## src/hdl/bwfpa_pkg.sv

```systemverilog
// ----------------------------------------------------------------------------
// bwfpa_pkg
// Shared field widths, operation and status codes, and the control bundle
// that the sequencer hands to the page scan unit.
// ----------------------------------------------------------------------------
`default_nettype none

package bwfpa_pkg;

    localparam int FUNC_W   = 2;
    localparam int OWNER_W  = 8;
    localparam int REQ_W    = 6;
    localparam int STATUS_W = 3;
    localparam int START_W  = 5;
    localparam int COUNT_W  = 6;
    localparam int FRAG_W   = 5;

    localparam logic [FUNC_W-1:0] FUNC_ALLOC = 2'd0;
    localparam logic [FUNC_W-1:0] FUNC_FREE  = 2'd1;
    localparam logic [FUNC_W-1:0] FUNC_FRAG  = 2'd2;

    localparam logic [STATUS_W-1:0] ST_OK       = 3'd0;
    localparam logic [STATUS_W-1:0] ST_RUNNING  = 3'd1;
    localparam logic [STATUS_W-1:0] ST_NOFIT    = 3'd2;
    localparam logic [STATUS_W-1:0] ST_NOTFOUND = 3'd3;
    localparam logic [STATUS_W-1:0] ST_BAD      = 3'd4;

    // clear: start of a pass, step: one page word is present,
    // last: the position past the final page, seen as an occupied page.
    typedef struct packed {
        logic clear;
        logic step;
        logic last;
    } t_scan_ctrl;

endpackage

`default_nettype wire

```

## src/hdl/bwfpa_ram.sv

```systemverilog
// ----------------------------------------------------------------------------
// bwfpa_ram
// Generic simple dual-port RAM: one write port, one read port, read data
// registered.
// ----------------------------------------------------------------------------
`default_nettype none

module bwfpa_ram #(
    parameter int WIDTH = 8,
    parameter int DEPTH = 32
) (
    input  wire logic                     i_clk,
    input  wire logic                     i_wr_en,
    input  wire logic [$clog2(DEPTH)-1:0] i_wr_addr,
    input  wire logic [WIDTH-1:0]         i_wr_data,
    input  wire logic [$clog2(DEPTH)-1:0] i_rd_addr,
    output logic      [WIDTH-1:0]         o_rd_data
);

    logic [WIDTH-1:0] r_mem [DEPTH];

    always_ff @(posedge i_clk) begin
        if (i_wr_en) begin
            r_mem[i_wr_addr] <= i_wr_data;
        end
        o_rd_data <= r_mem[i_rd_addr];
    end

endmodule

`default_nettype wire

```

## src/hdl/bwfpa_scan.sv

```systemverilog
// ----------------------------------------------------------------------------
// bwfpa_scan
// Page scan unit. Takes one page owner word per step and keeps the free run
// tracker, the best or worst fitting run, owner presence, the owner hit count
// and the free run count for the current pass.
// ----------------------------------------------------------------------------
`default_nettype none

module bwfpa_scan #(
    parameter int NUM_PAGES = 32,
    parameter int ID_BITS   = 8,
    localparam int CW = $clog2(NUM_PAGES + 1),
    localparam int AW = $clog2(NUM_PAGES),
    localparam int NW = (CW > bwfpa_pkg::REQ_W) ? CW : bwfpa_pkg::REQ_W
) (
    input  wire logic                  i_clk,
    input  wire logic                  i_rst_n,
    input  wire bwfpa_pkg::t_scan_ctrl i_ctrl,
    input  wire logic [ID_BITS-1:0]    i_owner,
    input  wire logic [AW-1:0]         i_addr,
    input  wire logic [ID_BITS-1:0]    i_id,
    input  wire logic [NW-1:0]         i_need,
    input  wire logic                  i_fit_mode,
    output logic                       o_hit,
    output logic                       o_present,
    output logic                       o_found,
    output logic      [AW-1:0]         o_best_start,
    output logic      [CW-1:0]         o_hit_count,
    output logic      [CW-1:0]         o_frag_count
);

    import bwfpa_pkg::*;

    logic [CW-1:0] r_run,       n_run;
    logic [AW-1:0] r_run_start, n_run_start;
    logic [CW-1:0] r_best_len,  n_best_len;
    logic [AW-1:0] r_best_start, n_best_start;
    logic          r_found,     n_found;
    logic          r_present,   n_present;
    logic [CW-1:0] r_hits,      n_hits;
    logic [CW-1:0] r_frags,     n_frags;

    logic is_free;
    logic close_run;
    logic take;

    assign is_free   = i_ctrl.step && (i_owner == '0);
    assign close_run = (i_ctrl.step || i_ctrl.last) && !is_free && (r_run != '0);
    assign o_hit     = i_ctrl.step && (i_owner == i_id);

    // The first fitting run is always taken; later ones only when strictly
    // larger (worst fit) or strictly smaller (best fit), so ties keep the first.
    always_comb begin
        if (!r_found) begin
            take = 1'b1;
        end else if (i_fit_mode) begin
            take = r_run > r_best_len;
        end else begin
            take = r_run < r_best_len;
        end
    end

    always_comb begin
        n_run        = r_run;
        n_run_start  = r_run_start;
        n_best_len   = r_best_len;
        n_best_start = r_best_start;
        n_found      = r_found;
        n_present    = r_present;
        n_hits       = r_hits;
        n_frags      = r_frags;
        if (i_ctrl.clear) begin
            n_run      = '0;
            n_best_len = '0;
            n_found    = 1'b0;
            n_present  = 1'b0;
            n_hits     = '0;
            n_frags    = '0;
        end else begin
            if (is_free) begin
                if (r_run == '0) begin
                    n_run_start = i_addr;
                    n_frags     = r_frags + CW'(1);
                end
                n_run = r_run + CW'(1);
            end else if (close_run) begin
                if ((NW'(r_run) >= i_need) && take) begin
                    n_found      = 1'b1;
                    n_best_len   = r_run;
                    n_best_start = r_run_start;
                end
                n_run = '0;
            end
            if (o_hit) begin
                n_present = 1'b1;
                n_hits    = r_hits + CW'(1);
            end
        end
    end

    always_ff @(posedge i_clk) begin
        if (!i_rst_n) begin
            r_run     <= '0;
            r_found   <= 1'b0;
            r_present <= 1'b0;
            r_hits    <= '0;
            r_frags   <= '0;
        end else begin
            r_run     <= n_run;
            r_found   <= n_found;
            r_present <= n_present;
            r_hits    <= n_hits;
            r_frags   <= n_frags;
        end
        r_run_start  <= n_run_start;
        r_best_len   <= n_best_len;
        r_best_start <= n_best_start;
    end

    assign o_present    = r_present;
    assign o_found      = r_found;
    assign o_best_start = r_best_start;
    assign o_hit_count  = r_hits;
    assign o_frag_count = r_frags;

endmodule

`default_nettype wire

```

## src/hdl/best_worst_fit_page_allocator.sv

```systemverilog
// ----------------------------------------------------------------------------
// best_worst_fit_page_allocator
// Contiguous page allocator with best fit or worst fit placement, built as
// a sequencer around one page scan unit and a page owner RAM.
// ----------------------------------------------------------------------------
// Usage:
//   Requests enter on the input channel (i_in_valid / o_in_ready) with
//   i_func, i_owner_id and i_request_pages; one result per request leaves on
//   the output channel (o_out_valid / i_out_ready). The fit policy is to be
//   written on the config channel (i_cfg_valid / o_cfg_ready, always ready)
//   only while idle; the user is bound by this, the block does not enforce it.
//   Every well-formed request walks the page owner RAM one page per cycle
//   through the scan unit, then passes S_DECIDE; a successful allocate then
//   writes its owner into every granted page in S_FILL. A malformed request
//   goes from S_IDLE straight to S_DONE. There is one RAM read port and a
//   single scan unit; one request is in flight at a time.
//   After reset the block clears the owner RAM, one page a cycle, with
//   o_in_ready low; config writes are taken meanwhile.
//   A finished result sits in the output register while the receiver stalls;
//   the block takes the next request then, and holds its result until the
//   output register frees.
// ----------------------------------------------------------------------------
`default_nettype none

module best_worst_fit_page_allocator #(
    parameter int NUM_PAGES = 32,
    parameter int ID_BITS   = 8
) (
    input  wire logic                           i_clk,
    input  wire logic                           i_rst_n,
    input  wire logic                           i_cfg_valid,
    output logic                                o_cfg_ready,
    input  wire logic                           i_cfg_fit_mode,
    input  wire logic                           i_in_valid,
    output logic                                o_in_ready,
    input  wire logic [bwfpa_pkg::FUNC_W-1:0]   i_func,
    input  wire logic [bwfpa_pkg::OWNER_W-1:0]  i_owner_id,
    input  wire logic [bwfpa_pkg::REQ_W-1:0]    i_request_pages,
    output logic                                o_out_valid,
    input  wire logic                           i_out_ready,
    output logic      [bwfpa_pkg::STATUS_W-1:0] o_status,
    output logic      [bwfpa_pkg::START_W-1:0]  o_start_page,
    output logic      [bwfpa_pkg::COUNT_W-1:0]  o_page_count,
    output logic      [bwfpa_pkg::FRAG_W-1:0]   o_fragment_count
);

    import bwfpa_pkg::*;

    localparam int CW = $clog2(NUM_PAGES + 1);
    localparam int AW = $clog2(NUM_PAGES);
    localparam int NW = (CW > REQ_W) ? CW : REQ_W;

    typedef enum logic [5:0] {
        S_CLEAR  = 6'b000001,
        S_IDLE   = 6'b000010,
        S_SCAN   = 6'b000100,
        S_DECIDE = 6'b001000,
        S_FILL   = 6'b010000,
        S_DONE   = 6'b100000
    } t_state;

    t_state              r_state,      n_state;
    logic [CW-1:0]       r_addr,       n_addr;
    logic                r_pend,       n_pend;
    logic [AW-1:0]       r_pend_addr,  n_pend_addr;
    logic [FUNC_W-1:0]   r_func,       n_func;
    logic [ID_BITS-1:0]  r_id,         n_id;
    logic [NW-1:0]       r_need,       n_need;
    logic [NW-1:0]       r_left,       n_left;
    logic                r_fit_mode;
    logic [STATUS_W-1:0] r_res_status, n_res_status;
    logic [START_W-1:0]  r_res_start,  n_res_start;
    logic [COUNT_W-1:0]  r_res_count,  n_res_count;
    logic [FRAG_W-1:0]   r_res_frag,   n_res_frag;
    logic                r_out_valid,  n_out_valid;
    logic [STATUS_W-1:0] r_out_status;
    logic [START_W-1:0]  r_out_start;
    logic [COUNT_W-1:0]  r_out_count;
    logic [FRAG_W-1:0]   r_out_frag;

    logic               in_xfer;
    logic               out_load;
    logic [16:0]        id_wide;
    logic               id_ok;
    logic               req_bad;
    logic               wr_en;
    logic [AW-1:0]      wr_addr;
    logic [ID_BITS-1:0] wr_data;
    logic [ID_BITS-1:0] rd_data;
    t_scan_ctrl         scan_ctrl;
    logic               scan_hit;
    logic               scan_present;
    logic               scan_found;
    logic [AW-1:0]      scan_best_start;
    logic [CW-1:0]      scan_hit_count;
    logic [CW-1:0]      scan_frag_count;

    assign o_in_ready  = (r_state == S_IDLE);
    assign o_cfg_ready = 1'b1;
    assign in_xfer     = i_in_valid && o_in_ready;
    assign out_load    = (r_state == S_DONE) && (!r_out_valid || i_out_ready);

    // An owner must be nonzero and fit in ID_BITS.
    assign id_wide = 17'(i_owner_id);
    assign id_ok   = (i_owner_id != '0) && ((id_wide >> ID_BITS) == '0);

    always_comb begin
        case (i_func)
            FUNC_ALLOC: req_bad = !id_ok || (i_request_pages == '0);
            FUNC_FREE:  req_bad = !id_ok;
            FUNC_FRAG:  req_bad = 1'b0;
            default:    req_bad = 1'b1;
        endcase
    end

    bwfpa_ram #(
        .WIDTH (ID_BITS),
        .DEPTH (NUM_PAGES)
    ) u_ram (
        .i_clk     (i_clk),
        .i_wr_en   (wr_en),
        .i_wr_addr (wr_addr),
        .i_wr_data (wr_data),
        .i_rd_addr (r_addr[AW-1:0]),
        .o_rd_data (rd_data)
    );

    bwfpa_scan #(
        .NUM_PAGES (NUM_PAGES),
        .ID_BITS   (ID_BITS)
    ) u_scan (
        .i_clk        (i_clk),
        .i_rst_n      (i_rst_n),
        .i_ctrl       (scan_ctrl),
        .i_owner      (rd_data),
        .i_addr       (r_pend_addr),
        .i_id         (r_id),
        .i_need       (r_need),
        .i_fit_mode   (r_fit_mode),
        .o_hit        (scan_hit),
        .o_present    (scan_present),
        .o_found      (scan_found),
        .o_best_start (scan_best_start),
        .o_hit_count  (scan_hit_count),
        .o_frag_count (scan_frag_count)
    );

    always_comb begin
        scan_ctrl.clear = in_xfer && !req_bad;
        scan_ctrl.step  = (r_state == S_SCAN) && r_pend;
        scan_ctrl.last  = (r_state == S_SCAN) && !r_pend && (r_addr == CW'(NUM_PAGES));
    end

    // One write port serves the clearing pass, freeing and filling.
    always_comb begin
        wr_en   = 1'b0;
        wr_addr = r_addr[AW-1:0];
        wr_data = '0;
        case (r_state)
            S_CLEAR: wr_en = 1'b1;
            S_SCAN: begin
                wr_en   = (r_func == FUNC_FREE) && scan_hit;
                wr_addr = r_pend_addr;
            end
            S_FILL: begin
                wr_en   = 1'b1;
                wr_data = r_id;
            end
            default: wr_en = 1'b0;
        endcase
    end

    always_comb begin
        n_state      = r_state;
        n_addr       = r_addr;
        n_pend       = 1'b0;
        n_pend_addr  = r_pend_addr;
        n_func       = r_func;
        n_id         = r_id;
        n_need       = r_need;
        n_left       = r_left;
        n_res_status = r_res_status;
        n_res_start  = r_res_start;
        n_res_count  = r_res_count;
        n_res_frag   = r_res_frag;
        case (r_state)
            S_CLEAR: begin
                n_addr = r_addr + CW'(1);
                if (r_addr == CW'(NUM_PAGES - 1)) begin
                    n_addr  = '0;
                    n_state = S_IDLE;
                end
            end
            S_IDLE: begin
                if (in_xfer) begin
                    n_func       = i_func;
                    n_id         = ID_BITS'(i_owner_id);
                    n_need       = NW'(i_request_pages);
                    n_addr       = '0;
                    n_res_status = ST_OK;
                    n_res_start  = '0;
                    n_res_count  = '0;
                    n_res_frag   = '0;
                    if (req_bad) begin
                        n_res_status = ST_BAD;
                        n_state      = S_DONE;
                    end else begin
                        n_state = S_SCAN;
                    end
                end
            end
            S_SCAN: begin
                // Read data is registered in the RAM and comes back in the cycle after its address is issued.
                if (r_addr < CW'(NUM_PAGES)) begin
                    n_pend      = 1'b1;
                    n_pend_addr = r_addr[AW-1:0];
                    n_addr      = r_addr + CW'(1);
                end else if (!r_pend) begin
                    n_state = S_DECIDE;
                end
            end
            S_DECIDE: begin
                n_state = S_DONE;
                case (r_func)
                    FUNC_ALLOC: begin
                        if (scan_present) begin
                            n_res_status = ST_RUNNING;
                        end else if (!scan_found) begin
                            n_res_status = ST_NOFIT;
                        end else begin
                            n_res_start = START_W'(scan_best_start);
                            n_res_count = COUNT_W'(r_need);
                            n_addr      = CW'(scan_best_start);
                            n_left      = r_need;
                            n_state     = S_FILL;
                        end
                    end
                    FUNC_FREE: begin
                        if (scan_hit_count == '0) begin
                            n_res_status = ST_NOTFOUND;
                        end else begin
                            n_res_count = COUNT_W'(scan_hit_count);
                        end
                    end
                    FUNC_FRAG: n_res_frag = FRAG_W'(scan_frag_count);
                    default:   n_res_status = ST_BAD;
                endcase
            end
            S_FILL: begin
                n_addr = r_addr + CW'(1);
                n_left = r_left - NW'(1);
                if (r_left == NW'(1)) begin
                    n_state = S_DONE;
                end
            end
            S_DONE: begin
                if (out_load) begin
                    n_state = S_IDLE;
                end
            end
            default: n_state = S_IDLE;
        endcase
    end

    always_comb begin
        n_out_valid = r_out_valid && !i_out_ready;
        if (out_load) begin
            n_out_valid = 1'b1;
        end
    end

    always_ff @(posedge i_clk) begin
        if (!i_rst_n) begin
            r_state     <= S_CLEAR;
            r_addr      <= '0;
            r_pend      <= 1'b0;
            r_fit_mode  <= 1'b0;
            r_out_valid <= 1'b0;
        end else begin
            r_state     <= n_state;
            r_addr      <= n_addr;
            r_pend      <= n_pend;
            r_out_valid <= n_out_valid;
            if (i_cfg_valid && o_cfg_ready) begin
                r_fit_mode <= i_cfg_fit_mode;
            end
        end
        r_pend_addr  <= n_pend_addr;
        r_func       <= n_func;
        r_id         <= n_id;
        r_need       <= n_need;
        r_left       <= n_left;
        r_res_status <= n_res_status;
        r_res_start  <= n_res_start;
        r_res_count  <= n_res_count;
        r_res_frag   <= n_res_frag;
        if (out_load) begin
            r_out_status <= r_res_status;
            r_out_start  <= r_res_start;
            r_out_count  <= r_res_count;
            r_out_frag   <= r_res_frag;
        end
    end

    assign o_out_valid      = r_out_valid;
    assign o_status         = r_out_status;
    assign o_start_page     = r_out_start;
    assign o_page_count     = r_out_count;
    assign o_fragment_count = r_out_frag;

`ifndef NO_ASSERTIONS
    a_no_write_idle: assert property (@(posedge i_clk) disable iff (!i_rst_n)
        (r_state == S_IDLE || r_state == S_DONE) |-> !wr_en)
        else $error("owner RAM written outside a pass");

    a_busy_after_xfer: assert property (@(posedge i_clk) disable iff (!i_rst_n)
        in_xfer |=> !o_in_ready)
        else $error("request taken while a request is in flight");

    a_fill_in_range: assert property (@(posedge i_clk) disable iff (!i_rst_n)
        (r_state == S_FILL) |-> (r_addr < CW'(NUM_PAGES)))
        else $error("fill ran past the last page");

    a_frag_bound: assert property (@(posedge i_clk) disable iff (!i_rst_n)
        (r_state == S_DECIDE) |-> (scan_frag_count <= CW'((NUM_PAGES + 1) / 2)))
        else $error("free run count exceeds its bound");

    a_load_not_lost: assert property (@(posedge i_clk) disable iff (!i_rst_n)
        out_load |=> o_out_valid)
        else $error("result dropped at output load");
`endif

endmodule

`default_nettype wire

```

## config.mk

```make
export PLATFORM = sky130hd
export DESIGN_NAME = best_worst_fit_page_allocator
export DESIGN_NICKNAME = d
export VERILOG_FILES = /design/src/hdl/bwfpa_pkg.sv /design/src/hdl/bwfpa_ram.sv /design/src/hdl/bwfpa_scan.sv /design/src/hdl/best_worst_fit_page_allocator.sv
export SDC_FILE = /design/constraint.sdc
export NUM_CORES = 1
export LEC_CHECK = 0
export ABC_AREA = 1
export BUFFER_PORTS_ARGS = -buffer_cell sky130_fd_sc_hd__buf_2
export CORE_MARGIN = 3
export CORE_UTILIZATION = 50
export CTS_CLUSTER_SIZE = 24
export DETAILED_ROUTE_END_ITERATION = 10
export PLACE_DENSITY = 0.66
export SLEW_MARGIN = 20
export SYNTH_ARGS = -nofsm -noshare
export SYNTH_HDL_FRONTEND = slang
export SYNTH_SLANG_ARGS = --single-unit
```

## constraint.sdc

```tcl
create_clock -name i_clk -period 7.4 [get_ports i_clk]
set_input_delay 2.22 -clock i_clk [delete_from_list [all_inputs] [get_ports i_clk]]
set_output_delay 2.22 -clock i_clk [all_outputs]
set_load 0.02 [all_outputs]
```

==> flow_metrics.tcl <==
set metrics [dict create \
    status "finished, final reports clean" \
    syn-num-nets 1476 \
    gp_congestion 0.829 \
    synthFlopType "edfxtp_1" \
    p_leak_nw 6.23 \
    largest_reg_flops 256 \
    reg_top3 "u_ram.r_mem: 256 flops, r_id: 8 flops, u_ram.o_rd_data: 8 flops" \
    cts_setup_buffers 0 \
    tightest_slew_ps 924 \
    setup_viol 0 \
    cts_max_level 2 \
    io_buffers 42 \
    drv_slew 0 \
    ctsHoldBuffers 0 \
    pre_cts_ws_ps 3630 \
    syn_inst 1433 \
    power_frac_comb_pct 18.9 \
    synth_top_family_by_area "simple AND/OR/NAND/NOR gates" \
    cts_sinks 379 \
    ios 44 \
    p_int_mw 3.90 \
    switchingPower_mw 1.63 \
    grt_max_degree 90 \
    path_clk_slew_ps 60 \
    tritoncts "yes" \
    cts_repair_resize_count 0 \
    muxShareOfSynthArea_pct 0 \
    r2r-start "r_addr[0]" \
    start_kind "flip-flop" \
    crit_fanout 4 \
    start_util_pct 51.4 \
    async_flop_share_pct 0 \
    critPathRequiredTime_ps 5180 \
    ys_types 40 \
    maxSlewHeadroom_pct 38.3 \
    rows 64 \
    skew_ps 26.0 \
    yosys_warnings 0 \
    worst_ep_arrival_time_ps 1640 \
    peakVddDrop_v 0.000209 \
    cellPowerDensity_nw_per_um2 311 \
    p_clk_share_pct 35.5 \
    setup_tns_ps 0 \
    worst-r2r-cell-count 6 \
    synth_common_cells "331 x edfxtp_1, 265 x nor2_1, 180 x nand2_1, 146 x o21ai_0, 102 x inv_1" \
    antenna_found_initial 0 \
    min_period_over_period_pct 52.2 \
    diodes 0 \
    period_minus_slack_ps 3860 \
    cts_buffer_depth 3 \
    synth_xor_area_share_pct 0.605 \
    synth_compound_area_share_pct 9.87 \
    drtIter0Drc 902 \
    syn-cell-area_um2 15900 \
    cts_made_buffers 39 \
    drc_errors 0 \
    drive_gt1_share_pct 10.6 \
    rsz0062_at_grt "false" \
    dieArea_um2 34000 \
    reg2reg_to "u_ram.r_mem[1][6]" \
    area_growth_pct 11.8 \
    synth_top_area_cell "edfxtp_1" \
    fin_nets 1511 \
    fmax_ghz 0.259 \
    hold_class "flip-flop to flip-flop" \
    power_mw 5.54 \
    grtUsageTotal_pct 20.6 \
    grt_remaining_overflow 0 \
    min_to "o_start_page[3]" \
    yosysTopAreaCellShare_pct 62.4 \
    core_area_um2 31000 \
    ys_seq_area_share_pct 68.4 \
    yosys.area_share.simple_pct 14.9 \
    crit_path_end_kind "primary output" \
    r2r_slack_ps 4300 \
    vias_per_cell 5.59 \
    hold_path.startpoint "r_res_start[3]" \
    synthAdderAreaFrac_pct 1.65 \
    synth_seq_cells 379 \
    critPathKind "flip-flop to primary output" \
    fill_cells 2520 \
    first_pass_iters 5 \
    fin_util_pct 57.5 \
    dp_hpwl_mm 22.0 \
    wl_per_cell_um 18.6 \
    cts_root_buf "clkbuf_16" \
    synth_area_leaders "edfxtp_1 62%, nor2_1 6.2%, dfxtp_1 6.0%" \
    wl_mm 35.3 \
    synth_edf_count 331 \
    power_frac_seq_pct 45.6 \
    switching_share_pct 29.5 \
    grt_first_pass_wirelength_mm 54.7 \
    fp.dieH_um 185 \
    syn_area_per_cell_um2 11.1 \
    ant_nets 0 \
    largest_register "u_ram.r_mem" \
    grt_pass1_vias 10000 \
    die_w_um 185 \
    hold_viol 0 \
    fin_ws_ps 3540 \
    synth_most_common_cell "edfxtp_1" \
    clkLatencyLatePin_ps 530 \
    drv_cap 0 \
    whs_path_depth 0 \
    dr_total_vias 10600 \
]
-- metal layers --
metal / share of wire, % / track usage [%]
met2: 48 / 34.4
met1: 44 / 28.3
met3: 6.0 / 3.00
met5: 0 / 0
met4: 2.5 / 6.44
-- through the flow --
stage / hold WS, ps / cells / instance area [um^2]
after floorplan: 400 / 1433 / 15900
after global placement: 400 / 1823 / 16500
after detailed placement: 405 / 1823 / 16500
after CTS: 419 / 1893 / 17800
after global routing: 427 / 1893 / 17800
final: 416 / 1893 / 17800
-- kinds of logic (layout without fill, tap and decap cells) --
logic type / count (synthesis) / in the layout
AO/OA/AOI/OAI: 270 / 270
adder cells (fa/ha/maj): 21 / 21
buffers and inverters: 182 / 246
XOR/XNOR: 11 / 11
other: 1 / 1
flip-flops: 379 / 379
AND/OR/NAND/NOR: 569 / 569
-- cell type report --
class,count,area (um^2),share of cell area (%)
multi-input cells,872,4340,24.3
clock inverters,24,251,1.41
well taps,396,495,2.78
clock buffers,46,1040,5.86
inverters,116,435,2.44
repair buffers,60,345,1.94
flip-flops and latches,379,10900,61.2
-- layout by cell type, fill, tap and decap left out, types with 2 or more instances in the layout --
master / count
edfxtp_1: 331
nor2_1: 257
nand2_1: 180
o21ai_0: 146
inv_1: 101
nand3_1: 84
dfxtp_1: 47
a21oi_1: 46
buf_2: 42
clkbuf_16: 40
o221ai_1: 37
o211ai_1: 25
ha_1: 21
buf_4: 18
clkinv_1: 11
nor2_2: 11
nand4_1: 10
nor3_1: 10
o21ai_1: 9
xor2_1: 9
inv_2: 8
clkinv_2: 8
nand2_2: 5
bufinv_16: 4
clkbuf_1: 4
nor2_4: 3
or2_2: 3
clkinv_4: 3
xnor2_1: 2
o21ai_2: 2
clkinvlp_4: 2
clkbuf_8: 2
-- critical path: stages, from the launching register on --
cell     delay, ps
dfxtp_1        340
nor2_1         240
nand3_1        160
inv_1          190
buf_2          200
-- power by group through the flow --
stage / Sequential, mW / Combinational (mW) / Clock (mW)
floorplan: 2.53 / 0.748 / 0
global placement: 2.57 / 1.03 / 0
detailed placement: 2.57 / 1.05 / 0
CTS: 2.53 / 1.05 / 2.00
global route: 2.54 / 1.16 / 2.09
finish: 2.53 / 1.05 / 1.96
-- how the worst max path moves through the flow --
stage                            start                      to  slack, ps
floorplan                   i_in_valid  u_scan.o_frag_count[0]       3490
global placement    i_request_pages[2]  u_scan.o_frag_count[2]       3660
detailed placement  i_request_pages[2]  u_scan.o_frag_count[2]       3630
CTS                         r_state[2]              o_in_ready       3520
global route                r_state[2]              o_in_ready       3450
finish                      r_state[2]              o_in_ready       3540
(Power assumes the default switching activity.)
